<file path="config.mk">
export PLATFORM = sky130hd
export DESIGN_NAME = remote_command_byte_parser
export DESIGN_NICKNAME = d
export VERILOG_FILES = /design/src/rtl/core/rcbp_pkg.sv /design/src/rtl/core/rcbp_in_stage.sv /design/src/rtl/core/rcbp_horner.sv /design/src/rtl/core/rcbp_core.sv /design/src/rtl/core/remote_command_byte_parser.sv
export VERILOG_INCLUDE_DIRS = /design/src /design/src/rtl/core
export SDC_FILE = /design/constraint.sdc
export NUM_CORES = 1
export LEC_CHECK = 0
export BUFFER_PORTS_ARGS = -buffer_cell sky130_fd_sc_hd__buf_4
export CAP_MARGIN = 20
export CORE_ASPECT_RATIO = 0.8
export CORE_MARGIN = 4
export CORE_UTILIZATION = 54
export CTS_CLUSTER_DIAMETER = 120
export DETAILED_ROUTE_END_ITERATION = 10
export HOLD_SLACK_MARGIN = 0.12
export PLACE_DENSITY = 0.77
export SYNTH_ARGS = -nofsm -noshare
export SYNTH_HDL_FRONTEND = slang
export SYNTH_SLANG_ARGS = --single-unit
</file>
<file path="constraint.sdc">
create_clock -name clock -period 6.5 [get_ports clock]
set_clock_uncertainty 0.15 [all_clocks]
set_input_delay 1.3 -clock clock [delete_from_list [all_inputs] [get_ports clock]]
set_output_delay 1.3 -clock clock [all_outputs]
set_load 0.01 [all_outputs]
</file>
<file path="src/rtl/core/assert_macros.svh">
// assertion macros for the rtl
`ifndef ASSERT_MACROS_SVH
`define ASSERT_MACROS_SVH

// plain property checked on every rising clock edge outside reset
`define RCBP_ASSERT(name, clk, rst, prop) \
   name: assert property (@(posedge clk) disable iff (rst) (prop)) \
      else $error("rcbp assertion failed");

// antecedent in one cycle implies consequent in the next
`define RCBP_ASSERT_NEXT(name, clk, rst, ante, cons) \
   name: assert property (@(posedge clk) disable iff (rst) (ante) |=> (cons)) \
      else $error("rcbp assertion failed");

`endif

</file>
<file path="src/rtl/core/rcbp_pkg.sv">
package rcbp_pkg;

   localparam int MAX_FRAME_DEFAULT = 64;

   localparam logic [7:0] SPEED_STEP_RESET = 8'd10;
   localparam logic [7:0] SPEED_MAX_RESET  = 8'd60;

   localparam int CSR_IDX_W = 1;

   typedef enum logic [CSR_IDX_W-1:0] {
      CSR_SPEED_STEP = 1'b0,
      CSR_SPEED_MAX  = 1'b1
   } csr_index_type;

   // command bytes
   localparam logic [7:0] BYTE_DIR_LO     = 8'h41;
   localparam logic [7:0] BYTE_DIR_HI     = 8'h48;
   localparam logic [7:0] BYTE_DIGIT_LIM  = 8'd10;
   localparam logic [7:0] BYTE_STOP       = 8'h5A;
   localparam logic [7:0] BYTE_SPEED_DOWN = 8'h59;
   localparam logic [7:0] BYTE_SPEED_UP   = 8'h58;
   localparam logic [7:0] BYTE_OPEN       = 8'h7B;
   localparam logic [7:0] BYTE_CLOSE      = 8'h7D;
   localparam logic [7:0] BYTE_REPORT     = 8'h50;
   localparam logic [7:0] BYTE_SAVE       = 8'h57;
   localparam logic [7:0] BYTE_ID_NONE    = 8'h23;
   localparam logic [7:0] BYTE_ID_KP      = 8'h31;
   localparam logic [7:0] BYTE_ID_KI      = 8'h32;
   localparam logic [7:0] BYTE_ZERO_CHAR  = 8'h30;

   typedef struct packed {
      logic       valid;
      logic [7:0] data;
   } byte_slot_type;

   typedef struct packed {
      logic [3:0]  direction;
      logic [7:0]  speed;
      logic [31:0] kp_gain;
      logic [31:0] ki_gain;
      logic        kp_written;
      logic        ki_written;
      logic        report_request;
      logic        save_request;
      logic [7:0]  echo_byte;
   } rsp_type;

endpackage

</file>
<file path="src/rtl/core/rcbp_in_stage.sv">
module rcbp_in_stage (
   input  logic                   clock,
   input  logic                   reset,
   input  logic                   req_valid,
   input  logic [7:0]             req_rx_byte,
   output logic                   req_stall,
   input  logic                   advance,
   output rcbp_pkg::byte_slot_type slot
);
   import rcbp_pkg::*;

   logic       valid_ff, valid_in;
   logic [7:0] byte_ff, byte_in;
   logic       take;

   // slot frees when its byte moves on in the same cycle
   assign req_stall = valid_ff && !advance;
   assign take      = req_valid && !req_stall;
   assign valid_in  = take || (valid_ff && !advance);
   assign byte_in   = take ? req_rx_byte : byte_ff;

   always_ff @(posedge clock) begin
      if (reset) begin
         valid_ff <= 1'b0;
      end else begin
         valid_ff <= valid_in;
      end
      byte_ff <= byte_in;
   end

   assign slot.valid = valid_ff;
   assign slot.data  = byte_ff;

endmodule

</file>
<file path="src/rtl/core/rcbp_horner.sv">
module rcbp_horner (
   input  logic signed [31:0] acc,
   input  logic        [7:0]  digit_byte,
   output logic signed [31:0] acc_next
);
   import rcbp_pkg::*;

   localparam logic signed [35:0] SAT_MAX = 36'sh0_7FFF_FFFF;
   localparam logic signed [35:0] SAT_MIN = -36'sh0_8000_0000;

   logic signed [35:0] acc_wide;
   logic signed [35:0] times_ten;
   logic signed [35:0] digit_val;
   logic signed [35:0] sum;

   // times ten as two shifts, then add the digit value (byte minus the character offset)
   assign acc_wide  = 36'(acc);
   assign times_ten = (acc_wide <<< 3) + (acc_wide <<< 1);
   assign digit_val = $signed({28'd0, digit_byte}) - $signed({28'd0, BYTE_ZERO_CHAR});
   assign sum       = times_ten + digit_val;

   always_comb begin
      priority if (sum > SAT_MAX) begin
         acc_next = 32'sh7FFF_FFFF;
      end else if (sum < SAT_MIN) begin
         acc_next = 32'sh8000_0000;
      end else begin
         acc_next = sum[31:0];
      end
   end

endmodule

</file>
<file path="src/rtl/core/rcbp_core.sv">
`include "assert_macros.svh"

module rcbp_core #(
   parameter int MAX_FRAME = rcbp_pkg::MAX_FRAME_DEFAULT
) (
   input  logic                                clock,
   input  logic                                reset,
   input  rcbp_pkg::byte_slot_type             slot,
   output logic                                advance,
   input  logic                                rsp_stall,
   output logic                                rsp_valid,
   output rcbp_pkg::rsp_type                   rsp,
   input  logic                                csr_write_enable,
   input  logic [rcbp_pkg::CSR_IDX_W-1:0]      csr_index,
   input  logic [7:0]                          csr_write_data
);
   import rcbp_pkg::*;

   localparam int CNT_W = $clog2(MAX_FRAME + 1);
   localparam logic [CNT_W-1:0] CNT_MAX = CNT_W'(MAX_FRAME);

   logic [7:0] speed_step_ff, speed_max_ff;

   logic [3:0]        direction_ff, direction_in;
   logic [7:0]        speed_ff, speed_in;
   logic              in_frame_ff, in_frame_in;
   logic [CNT_W-1:0]  count_ff, count_in;
   logic [7:0]        id_ff, id_in;
   logic [7:0]        fourth_ff, fourth_in;
   logic signed [31:0] acc_ff, acc_in, acc_step;
   logic [31:0]       kp_ff, kp_in, ki_ff, ki_in;
   logic              kpw_in, kiw_in, rep_in, sav_in;
   logic              kpw_ff, kiw_ff, rep_ff, sav_ff;
   logic [7:0]        echo_ff;
   logic              rsp_valid_ff;

   logic [7:0] b;
   logic [8:0] speed_pre;
   logic       open_now;

   assign b       = slot.data;
   assign advance = slot.valid && (!rsp_valid_ff || !rsp_stall);

   rcbp_horner u_horner (
      .acc        (acc_ff),
      .digit_byte (b),
      .acc_next   (acc_step)
   );

   always_comb begin
      direction_in = direction_ff;
      speed_pre    = {1'b0, speed_ff};
      priority if (b >= BYTE_DIR_LO && b <= BYTE_DIR_HI) begin
         direction_in = b[3:0];
      end else if (b < BYTE_DIGIT_LIM) begin
         direction_in = b[3:0];
      end else if (b == BYTE_STOP) begin
         direction_in = 4'd0;
      end else if (b == BYTE_SPEED_DOWN) begin
         speed_pre = (speed_ff < speed_step_ff) ? 9'd0
                   : {1'b0, speed_ff} - {1'b0, speed_step_ff};
      end else if (b == BYTE_SPEED_UP) begin
         speed_pre = {1'b0, speed_ff} + {1'b0, speed_step_ff};
      end else begin
         speed_pre = {1'b0, speed_ff};
      end
      speed_in = (speed_pre > {1'b0, speed_max_ff}) ? speed_max_ff : speed_pre[7:0];
   end

   always_comb begin
      in_frame_in = in_frame_ff;
      count_in    = count_ff;
      id_in       = id_ff;
      fourth_in   = fourth_ff;
      acc_in      = acc_ff;
      kp_in       = kp_ff;
      ki_in       = ki_ff;
      kpw_in      = 1'b0;
      kiw_in      = 1'b0;
      rep_in      = 1'b0;
      sav_in      = 1'b0;
      open_now    = in_frame_ff || (b == BYTE_OPEN);
      if (b == BYTE_CLOSE) begin
         priority if (fourth_ff == BYTE_REPORT) begin
            rep_in = 1'b1;
         end else if (fourth_ff == BYTE_SAVE) begin
            sav_in = 1'b1;
         end else if (id_ff == BYTE_ID_KP) begin
            kp_in  = acc_ff;
            kpw_in = 1'b1;
         end else if (id_ff == BYTE_ID_KI) begin
            ki_in  = acc_ff;
            kiw_in = 1'b1;
         end else begin
            rep_in = 1'b0;
         end
         in_frame_in = 1'b0;
         count_in    = '0;
         id_in       = 8'd0;
         fourth_in   = 8'd0;
         acc_in      = 32'sd0;
      end else begin
         in_frame_in = open_now;
         if (open_now && count_ff < CNT_MAX) begin
            if (count_ff == CNT_W'(1)) begin
               id_in = b;
            end
            if (count_ff == CNT_W'(3)) begin
               fourth_in = b;
            end
            if (count_ff >= CNT_W'(3)) begin
               acc_in = acc_step;
            end
            count_in = count_ff + CNT_W'(1);
         end
      end
   end

   always_ff @(posedge clock) begin
      if (reset) begin
         speed_step_ff <= SPEED_STEP_RESET;
         speed_max_ff  <= SPEED_MAX_RESET;
         direction_ff  <= 4'd0;
         speed_ff      <= 8'd0;
         in_frame_ff   <= 1'b0;
         count_ff      <= '0;
         id_ff         <= 8'd0;
         fourth_ff     <= 8'd0;
         acc_ff        <= 32'sd0;
         kp_ff         <= 32'd0;
         ki_ff         <= 32'd0;
         rsp_valid_ff  <= 1'b0;
         kpw_ff        <= 1'b0;
         kiw_ff        <= 1'b0;
         rep_ff        <= 1'b0;
         sav_ff        <= 1'b0;
      end else begin
         if (csr_write_enable) begin
            unique case (csr_index)
               CSR_SPEED_STEP: speed_step_ff <= csr_write_data;
               CSR_SPEED_MAX:  speed_max_ff  <= csr_write_data;
               default: begin
               end
            endcase
         end
         if (advance) begin
            direction_ff <= direction_in;
            speed_ff     <= speed_in;
            in_frame_ff  <= in_frame_in;
            count_ff     <= count_in;
            id_ff        <= id_in;
            fourth_ff    <= fourth_in;
            acc_ff       <= acc_in;
            kp_ff        <= kp_in;
            ki_ff        <= ki_in;
            kpw_ff       <= kpw_in;
            kiw_ff       <= kiw_in;
            rep_ff       <= rep_in;
            sav_ff       <= sav_in;
            rsp_valid_ff <= 1'b1;
         end else if (!rsp_stall) begin
            rsp_valid_ff <= 1'b0;
         end
      end
      if (advance) begin
         echo_ff <= b;
      end
   end

   assign rsp_valid          = rsp_valid_ff;
   assign rsp.direction      = direction_ff;
   assign rsp.speed          = speed_ff;
   assign rsp.kp_gain        = kp_ff;
   assign rsp.ki_gain        = ki_ff;
   assign rsp.kp_written     = kpw_ff;
   assign rsp.ki_written     = kiw_ff;
   assign rsp.report_request = rep_ff;
   assign rsp.save_request   = sav_ff;
   assign rsp.echo_byte      = echo_ff;

   `RCBP_ASSERT(a_one_close_action, clock, reset, $onehot0({kpw_ff, kiw_ff, rep_ff, sav_ff}))
   `RCBP_ASSERT(a_count_bounded, clock, reset, count_ff <= CNT_MAX)
   `RCBP_ASSERT_NEXT(a_close_clears_frame, clock, reset, advance && b == BYTE_CLOSE, !in_frame_ff && count_ff == '0 && acc_ff == 32'sd0)
   `RCBP_ASSERT_NEXT(a_flags_only_on_close, clock, reset, advance && b != BYTE_CLOSE, !kpw_ff && !kiw_ff && !rep_ff && !sav_ff)

endmodule

</file>
<file path="src/rtl/core/remote_command_byte_parser.sv">
// Remote command byte parser: takes one received serial byte per transfer on the req_ channel
// and returns one result per byte on the rsp_ channel, in order. Bytes 'A'..'H' and 0..9 set
// the direction, 'Z' stops, 'Y'/'X' step the speed down/up by speed_step, clamped to
// 0..speed_max. Frames '{' id x req/digits '}' raise a report ('P') or save ('W') request or
// load kp (id '1') or ki (id '2') with a saturating signed 32-bit decimal value; frame bytes
// past MAX_FRAME are dropped. A byte can be accepted on every cycle while results are not
// held by rsp_stall; each byte passes the input register, then the result register that also
// holds the parser state, from which its result is presented. The state update between those
// registers is combinational, and the input register takes a new byte as its old one moves on.
// No start-up sweep: the block takes bytes straight after reset. Configuration via csr_ is
// to be written by the user only while the block is idle; the block does not enforce this.
module remote_command_byte_parser #(
   parameter int MAX_FRAME = rcbp_pkg::MAX_FRAME_DEFAULT
) (
   input  logic                           clock,
   input  logic                           reset,
   // byte input channel
   input  logic                           req_valid,
   output logic                           req_stall,
   input  logic [7:0]                     req_rx_byte,
   // result channel
   output logic                           rsp_valid,
   input  logic                           rsp_stall,
   output logic [3:0]                     rsp_direction,
   output logic [7:0]                     rsp_speed,
   output logic signed [31:0]             rsp_kp_gain,
   output logic signed [31:0]             rsp_ki_gain,
   output logic                           rsp_kp_written,
   output logic                           rsp_ki_written,
   output logic                           rsp_report_request,
   output logic                           rsp_save_request,
   output logic [7:0]                     rsp_echo_byte,
   // configuration write port
   input  logic                           csr_write_enable,
   input  logic [rcbp_pkg::CSR_IDX_W-1:0] csr_index,
   input  logic [7:0]                     csr_write_data
);
   import rcbp_pkg::*;

   byte_slot_type slot;
   rsp_type       rsp;
   logic          advance;

   // input register, frees itself whenever its byte moves into the core
   rcbp_in_stage u_in_stage (
      .clock       (clock),
      .reset       (reset),
      .req_valid   (req_valid),
      .req_rx_byte (req_rx_byte),
      .req_stall   (req_stall),
      .advance     (advance),
      .slot        (slot)
   );

   // parser state, decimal accumulator and result register
   rcbp_core #(
      .MAX_FRAME (MAX_FRAME)
   ) u_core (
      .clock            (clock),
      .reset            (reset),
      .slot             (slot),
      .advance          (advance),
      .rsp_stall        (rsp_stall),
      .rsp_valid        (rsp_valid),
      .rsp              (rsp),
      .csr_write_enable (csr_write_enable),
      .csr_index        (csr_index),
      .csr_write_data   (csr_write_data)
   );

   // result fields straight from the result register
   assign rsp_direction      = rsp.direction;
   assign rsp_speed          = rsp.speed;
   assign rsp_kp_gain        = $signed(rsp.kp_gain);
   assign rsp_ki_gain        = $signed(rsp.ki_gain);
   assign rsp_kp_written     = rsp.kp_written;
   assign rsp_ki_written     = rsp.ki_written;
   assign rsp_report_request = rsp.report_request;
   assign rsp_save_request   = rsp.save_request;
   assign rsp_echo_byte      = rsp.echo_byte;

endmodule

</file>
==> results.ini, run 1 <==
[synthesis]
ys.flop_type=dfxtp_1
yosys.cell_types.count=83
synth_cells=1178
ys_async_sr_fraction_pct=0
synth_warnings=0
synth_area_um2=10100
avgSynthCellArea_um2=8.57
synth_edf_count=16
ys_ff_latch=170
ys_seq_area_share_pct=35.3
synth_fp_nets=1298

[worst_setup_path]
end_kind=register
crit_type=reg -> reg
critical_path.slowest_cell=o41ai_2
crit_fanout=28
crit_chain=ha_1, nor3_4, buf_4, fa_1, ha_1, a21oi_1, nand2_1, a221oi_1, nand3_1, a41oi_1, xor2_1, o41ai_2, and2_1, buf_4, a221o_1
startpoint_type=register
cp.required_ps=6720
cp.arrival_ps=5870
cpPeakStageDelay_ps=590

[pwr]
p_leak_uw=0.00492
ir_drop_uv=163
clkPwrFrac_pct=45.0
switching_share_pct=25.6
intPower_uw=1700
netSwitchingPower_uw=584
pwr-share-seq_pct=47.7
power_density_nw_per_um2=197
comb_power_share_pct=7.4

[cts]
numCtsBuffers=17
cts_setup_buffers=0
cts_hold_buf=0
root_buffer=clkbuf_16
cts-resized-gates=0
cts.sinks=170
clkTransAtPathRegs_ps=70
htree_levels=4
cts_max_path_buffers=2
clk_latency_ps=430
cts_tree=done

[placed_design]
placed_cells=1492
gp_congestion=0.915
dp_hpwl_mm=18.9
port_buffers=111

[routing]
drc=0
num_vias=9057
drt_pass1_iterations=5
drtIter0Drc=798
wl_per_cell_um=17.5
via_per_inst=5.94
ant_nets=0
wl_mm=26.6

[cells_and_area]
fin_cells=1524
fin_nets=1378
fillers=1584
drive_gt1_share_pct=14.6
diodes=0
area_growth_syn_to_layout_pct=14.8

[sta]
relSlewSlack_pct=22.5
rsz0062_at_grt=no
finalSetupViolCount=0
setup_tns_ps=0
tightestPinTransition_ps=1150
fin_crit_sh_pct=86.9
finalHoldViolCount=0
max_freq_mhz=177
min_period_ps=5650
maxSlewViolCount=0

[die]
num_io_pins=112
die_area_um2=21000
die_w_um=161
initial_utilization_pct=55.3
die_h_um=130
core_um2=18300
rows=44

[grt]
antenna_found_initial=0
track_usage_pct=25.2
grt.overflow.total=0
grt_pass1_vias=8400
grt_first_pass_wirelength_mm=43.4
grt_max_degree=69

[run_status]
status=finished clean

[job]
cap_violations=0

[worst_hold_path]
min_path_type=reg -> reg

==> synthesized netlist by cell type, types with 12 or more instances <==
cell type  instances  area [µm²]
nor3_1            20         100
xnor2_1           21         184
a22oi_1           16         120
o21ai_0           33         165
nand4_1           18         113
fa_1              34         681
a221o_1           20         200
and3_1            12        75.1
nand2_1          214         803
a211oi_1          12        90.1
xor2_1            20         175
nand3_1           44         220
nor2_1            63         236
clkbuf_1          43         161
edfxtp_1          16         480
o211ai_1          14         105
a21oi_1          139         696
inv_1             56         210
ha_1              64         801
dfxtp_1          154        3080
==> placed cells by master (no fill, tap or decap), drive strengths merged, types with 5 or more instances in the layout <==
cell type  Yosys  layout
o211ai        15      15
xor2          20      20
nand2        217     217
o21bai         8       8
a221oi         8       8
nor2          63      63
mux2i          5       5
edfxtp        16      16
ha            64      64
inv           56      66
xnor2         21      21
o21a           5       5
and2           8       8
nand3         44      44
and3          14      14
o41ai          6       6
a211oi        13      13
nand2b         7       7
a21oi        139     139
nand4         18      18
clkbuf        47      19
a22oi         16      16
fa            34      34
o2111ai        7       7
a221o         25      25
a31oi          5       5
or2            5       5
a21o           8       8
buf           13     121
nor3          21      21
nor2b          6       6
o21ai         36      36
dfxtp        154     154
==> kinds of logic after synthesis <==
group | share of synthesized area, %
simple gates | 19.3
compound gates | 21.2
flops | 35.3
buf+inv | 5.38
fa+ha+maj | 14.7
xor+xnor | 3.56
mux | 0.607
==> power by group through the flow <==
| stage | Combinational [µW] | Clock (µW) | Sequential, µW |
|---|---|---|---|
| 2_1_floorplan | 124 | 0 | 1100 |
| 3_3_place_gp | 161 | 0 | 1110 |
| 3_5_place_dp | 164 | 0 | 1110 |
| 4_1_cts | 167 | 1040 | 1090 |
| 5_1_grt | 187 | 1090 | 1090 |
| 6_report | 168 | 1030 | 1090 |
==> stage by stage <==
| stage | setup WS (ps) | utilization (%) | hold slack (ps) | total power, µW | instance area (µm²) |
|---|---|---|---|---|---|
| floorplan | 623 | - | 274 | 1230 | 10100 |
| global placement | 1100 | 60.2 | 290 | 1270 | 11000 |
| detailed placement | 954 | 60.2 | 296 | 1280 | 11000 |
| CTS | 887 | 63.5 | 305 | 2300 | 11600 |
| global route | 452 | 63.5 | 322 | 2360 | 11600 |
| finish | 851 | 63.5 | 300 | 2280 | 11600 |
==> flip-flops by register name (all words and copies together), names as in the netlist <==
signal / flops
u_core.speed_step_ff: 8
u_core.in_frame_ff: 1
u_core.kiw_ff: 1
u_core.echo_ff: 8
u_core.acc_ff: 32
u_core.rsp_valid: 1
u_core.ki_ff: 32
u_in_stage.valid_ff: 1
u_core.fourth_ff: 8
u_core.speed_ff: 8
u_core.sav_ff: 1
u_core.count_ff: 7
u_core.id_ff: 8
u_core.speed_max_ff: 8
u_core.rep_ff: 1
u_in_stage.byte_ff: 8
u_core.kp_ff: 32
u_core.direction_ff: 4
u_core.kpw_ff: 1
==> critical path, delay by kind of cell, from the launching register on <==
family / cells / cell delay [ps]
AO/OA/AOI/OAI: 5 / 1760
adder cells (fa/ha/maj): 3 / 1240
AND/OR/NAND/NOR: 4 / 940
buffers and inverters: 2 / 720
flip-flops: 1 / 550
XOR/XNOR: 1 / 180
==> metal layers <==
metal	part of all wire (%)	global-route usage [%]	wire (µm)	vias up
li1	-	-	-	4359
met3	7.0	5.40	1860	25
met4	1.0	4.66	277	0
met2	43	37.4	11400	319
met5	0	0	0	-
met1	49	38.4	13000	4354
==> worst paths after layout <==
| check | start | to | slack (ps) | cells past startpoint |
|---|---|---|---|---|
| worst max-delay path | u_in_stage.byte_ff[4]$_DFFE_PP_ | u_core.acc_ff[28]$_SDFFE_PP0P_ | 850 | 15 |
| worst min-delay path | u_core.kp_ff[12]$_SDFFE_PP0P_ | u_core.kp_ff[12]$_SDFFE_PP0P_ | 300 | 2 |
| worst max register to register | u_in_stage.byte_ff[4]$_DFFE_PP_ | u_core.acc_ff[28]$_SDFFE_PP0P_ | 850 | 15 |
| worst min register to register | u_core.kp_ff[12]$_SDFFE_PP0P_ | u_core.kp_ff[12]$_SDFFE_PP0P_ | 300 | 2 |
==> area by class of cell <==
class                           count  area (µm²)  area share [%]
Clock buffer                       19         454            3.92
Clock inverter                     13         141            1.22
Inverter                           56         210            1.81
Multi-Input combinational cell    892        6010            51.8
Sequential cell                   170        3560            30.7
Tap cell                          253         317            2.73
Timing Repair Buffer              121         908            7.83
No activity file was read; power rests on OpenSTA's default activity.
==> inputs of run 2 (changes only) <==
==> constraint.sdc (replaced) <==
create_clock -name clock -period 5 [get_ports clock]
set_clock_uncertainty 0.15 [all_clocks]
set_input_delay 1 -clock clock [delete_from_list [all_inputs] [get_ports clock]]
set_output_delay 1 -clock clock [all_outputs]
set_load 0.01 [all_outputs]
==> run 2 against run 1 <==
Hold slack worse by 1.4 ps. Worst setup slack worse by 590 ps. Global-route usage increased by 0.42 points. Sequential share of layout area decreased by 0.80 points. Sequential cell count did not move. Critical path type unchanged.
==> results.ini, run 2 (same netlist as run 1, synthesis figures left out) <==
[sta]
fin_crit_sh_pct=94.7
tightestPinTransition_ps=1100
finalSetupViolCount=0
relSlewSlack_pct=26.7
maxSlewViolCount=0
setup_tns_ps=0
min_period_ps=4740
max_freq_mhz=211
rsz0062_at_grt=no
finalHoldViolCount=0

[worst_setup_path]
crit_chain=ha_4, nor3_4, buf_12, fa_1, ha_2, nand3_1, nor3_2, nand2_1, o31ai_1, buf_4, o311ai_0, o211ai_1, buf_4, a41oi_4, and2_1, buf_6, a221o_2
cp_num_buf_inv=4
cp.required_ps=5170
crit_family=adder cells
startpoint_type=register
cpMostUsedCell=buf_4
critical_path.slowest_cell=fa_1
end_kind=register
crit_fanout=25
crit_type=reg -> reg
cp.arrival_ps=4910
cpPeakStageDelay_ps=470

[routing]
drc=0
ant_nets=0
wl_per_cell_um=17.3
num_vias=9109
wl_mm=26.7
drt_pass1_iterations=5
drtIter0Drc=990
via_per_inst=5.90

[placed_design]
dp_hpwl_mm=19.3
gp_congestion=0.953
port_buffers=111

[die]
die_area_um2=21000
die_h_um=130
num_io_pins=112
die_w_um=161
rows=44
initial_utilization_pct=55.3
core_um2=18300

[cells_and_area]
fin_nets=1397
fillers=1541
reg_top3=u_core.acc_ff x32, u_core.ki_ff x32, u_core.kp_ff x32
regArea_um2=3560
drive_gt1_share_pct=16.9
diodes=0
area_growth_syn_to_layout_pct=17.9
layout_common_cells=nand2_1 (213), dfxtp_1 (154), buf_4 (138), a21oi_1 (136), nor2_1 (63)
multiInputGateArea_um2=6130
final_common_cell=nand2_1

[grt]
busiest_layer=met1
use_met3_pct=4.61
track_usage_pct=25.7
grt_first_pass_wirelength_mm=43.9
antenna_found_initial=0
grt_max_degree=61
grt.met2_usage_pct=38.3
grt_pass1_vias=8532
grtUsageMet1_pct=38.6
grt.overflow.total=0

[cts]
cts_tree=done
root_buffer=clkbuf_16
numCtsBuffers=17
cts.sinks=170
cts_max_path_buffers=2
clkTransAtPathRegs_ps=70
htree_levels=4
clk_latency_ps=440

[pwr]
power_uw=3060
comb_power_share_pct=8.0
pwr-share-seq_pct=46.0
clkPwrFrac_pct=46.0
intPower_uw=2270
netSwitchingPower_uw=785
p_leak_uw=0.00504
power_density_nw_per_um2=257
ir_drop_uv=212
switching_share_pct=25.7

[job]
cap_violations=0

[worst_hold_path]
min_path_type=reg -> reg

[run_status]
status=finished clean

## run 2: path summary, 6_finish.rpt
kind	from	endpoint	slack, ps	depth (start not counted)
worst min register to register	u_core.kp_ff[12]$_SDFFE_PP0P_	u_core.kp_ff[12]$_SDFFE_PP0P_	300	2
worst min-delay path	u_core.kp_ff[12]$_SDFFE_PP0P_	u_core.kp_ff[12]$_SDFFE_PP0P_	300	2
worst max register to register	u_in_stage.byte_ff[5]$_DFFE_PP_	u_core.acc_ff[19]$_SDFFE_PP0P_	260	17
worst max-delay path	u_in_stage.byte_ff[5]$_DFFE_PP_	u_core.acc_ff[19]$_SDFFE_PP0P_	260	17
## run 2: what timing repair did
| action | CTS | global route |
|---|---|---|
| buffers inserted | 0 | 0 |
| cloned | 0 | 0 |
| hold buffers | 0 | 0 |
| endpoints found under the setup margin | 10 | 25 |
| hold endpoints to repair | 0 | 0 |
| gates resized for setup | 1 | 6 |
## run 2: power groups by stage
stage	Clock, µW	Combinational [µW]	Sequential, µW
6_report	1410	245	1410
5_1_grt	1480	271	1410
4_1_cts	1420	241	1410
3_5_place_dp	0	239	1440
3_3_place_gp	0	233	1440
2_1_floorplan	0	168	1430
## run 2: per-layer routing
metal	vias to the layer above	wire length, µm
met5	-	0
met4	0	306
met3	22	1920
met2	340	11700
met1	4350	12800
li1	4397	-
## run 2: area by class of cell
class	instances	share of cell area (%)
multi-input combinational	892	51.5
sequential	170	29.9
timing repair buffer	140	8.96
clock buffer	19	3.81
tap	253	2.66
inverter	56	1.76
clock inverter	13	1.43
## run 2: worst min-delay path, delay by kind of cell (launching register included)
family / cells / cell delay (ps)
flip-flops: 1 / 310
AO/OA/AOI/OAI: 1 / 50
AND/OR/NAND/NOR: 1 / 50
## run 2: stage by stage
| step | instances | setup WS (ps) | util, % | area, µm² | hold WS, ps |
|---|---|---|---|---|---|
| 2_1_floorplan | 1178 | -252 | - | 10200 | 274 |
| 3_3_place_gp | 1511 | 198 | 61.6 | 11300 | 291 |
| 3_5_place_dp | 1511 | 12.9 | 61.6 | 11300 | 294 |
| 4_1_cts | 1543 | 177 | 65.0 | 11900 | 303 |
| 5_1_grt | 1543 | 29.9 | 65.2 | 11900 | 318 |
| 6_report | 1543 | 264 | 65.2 | 11900 | 299 |
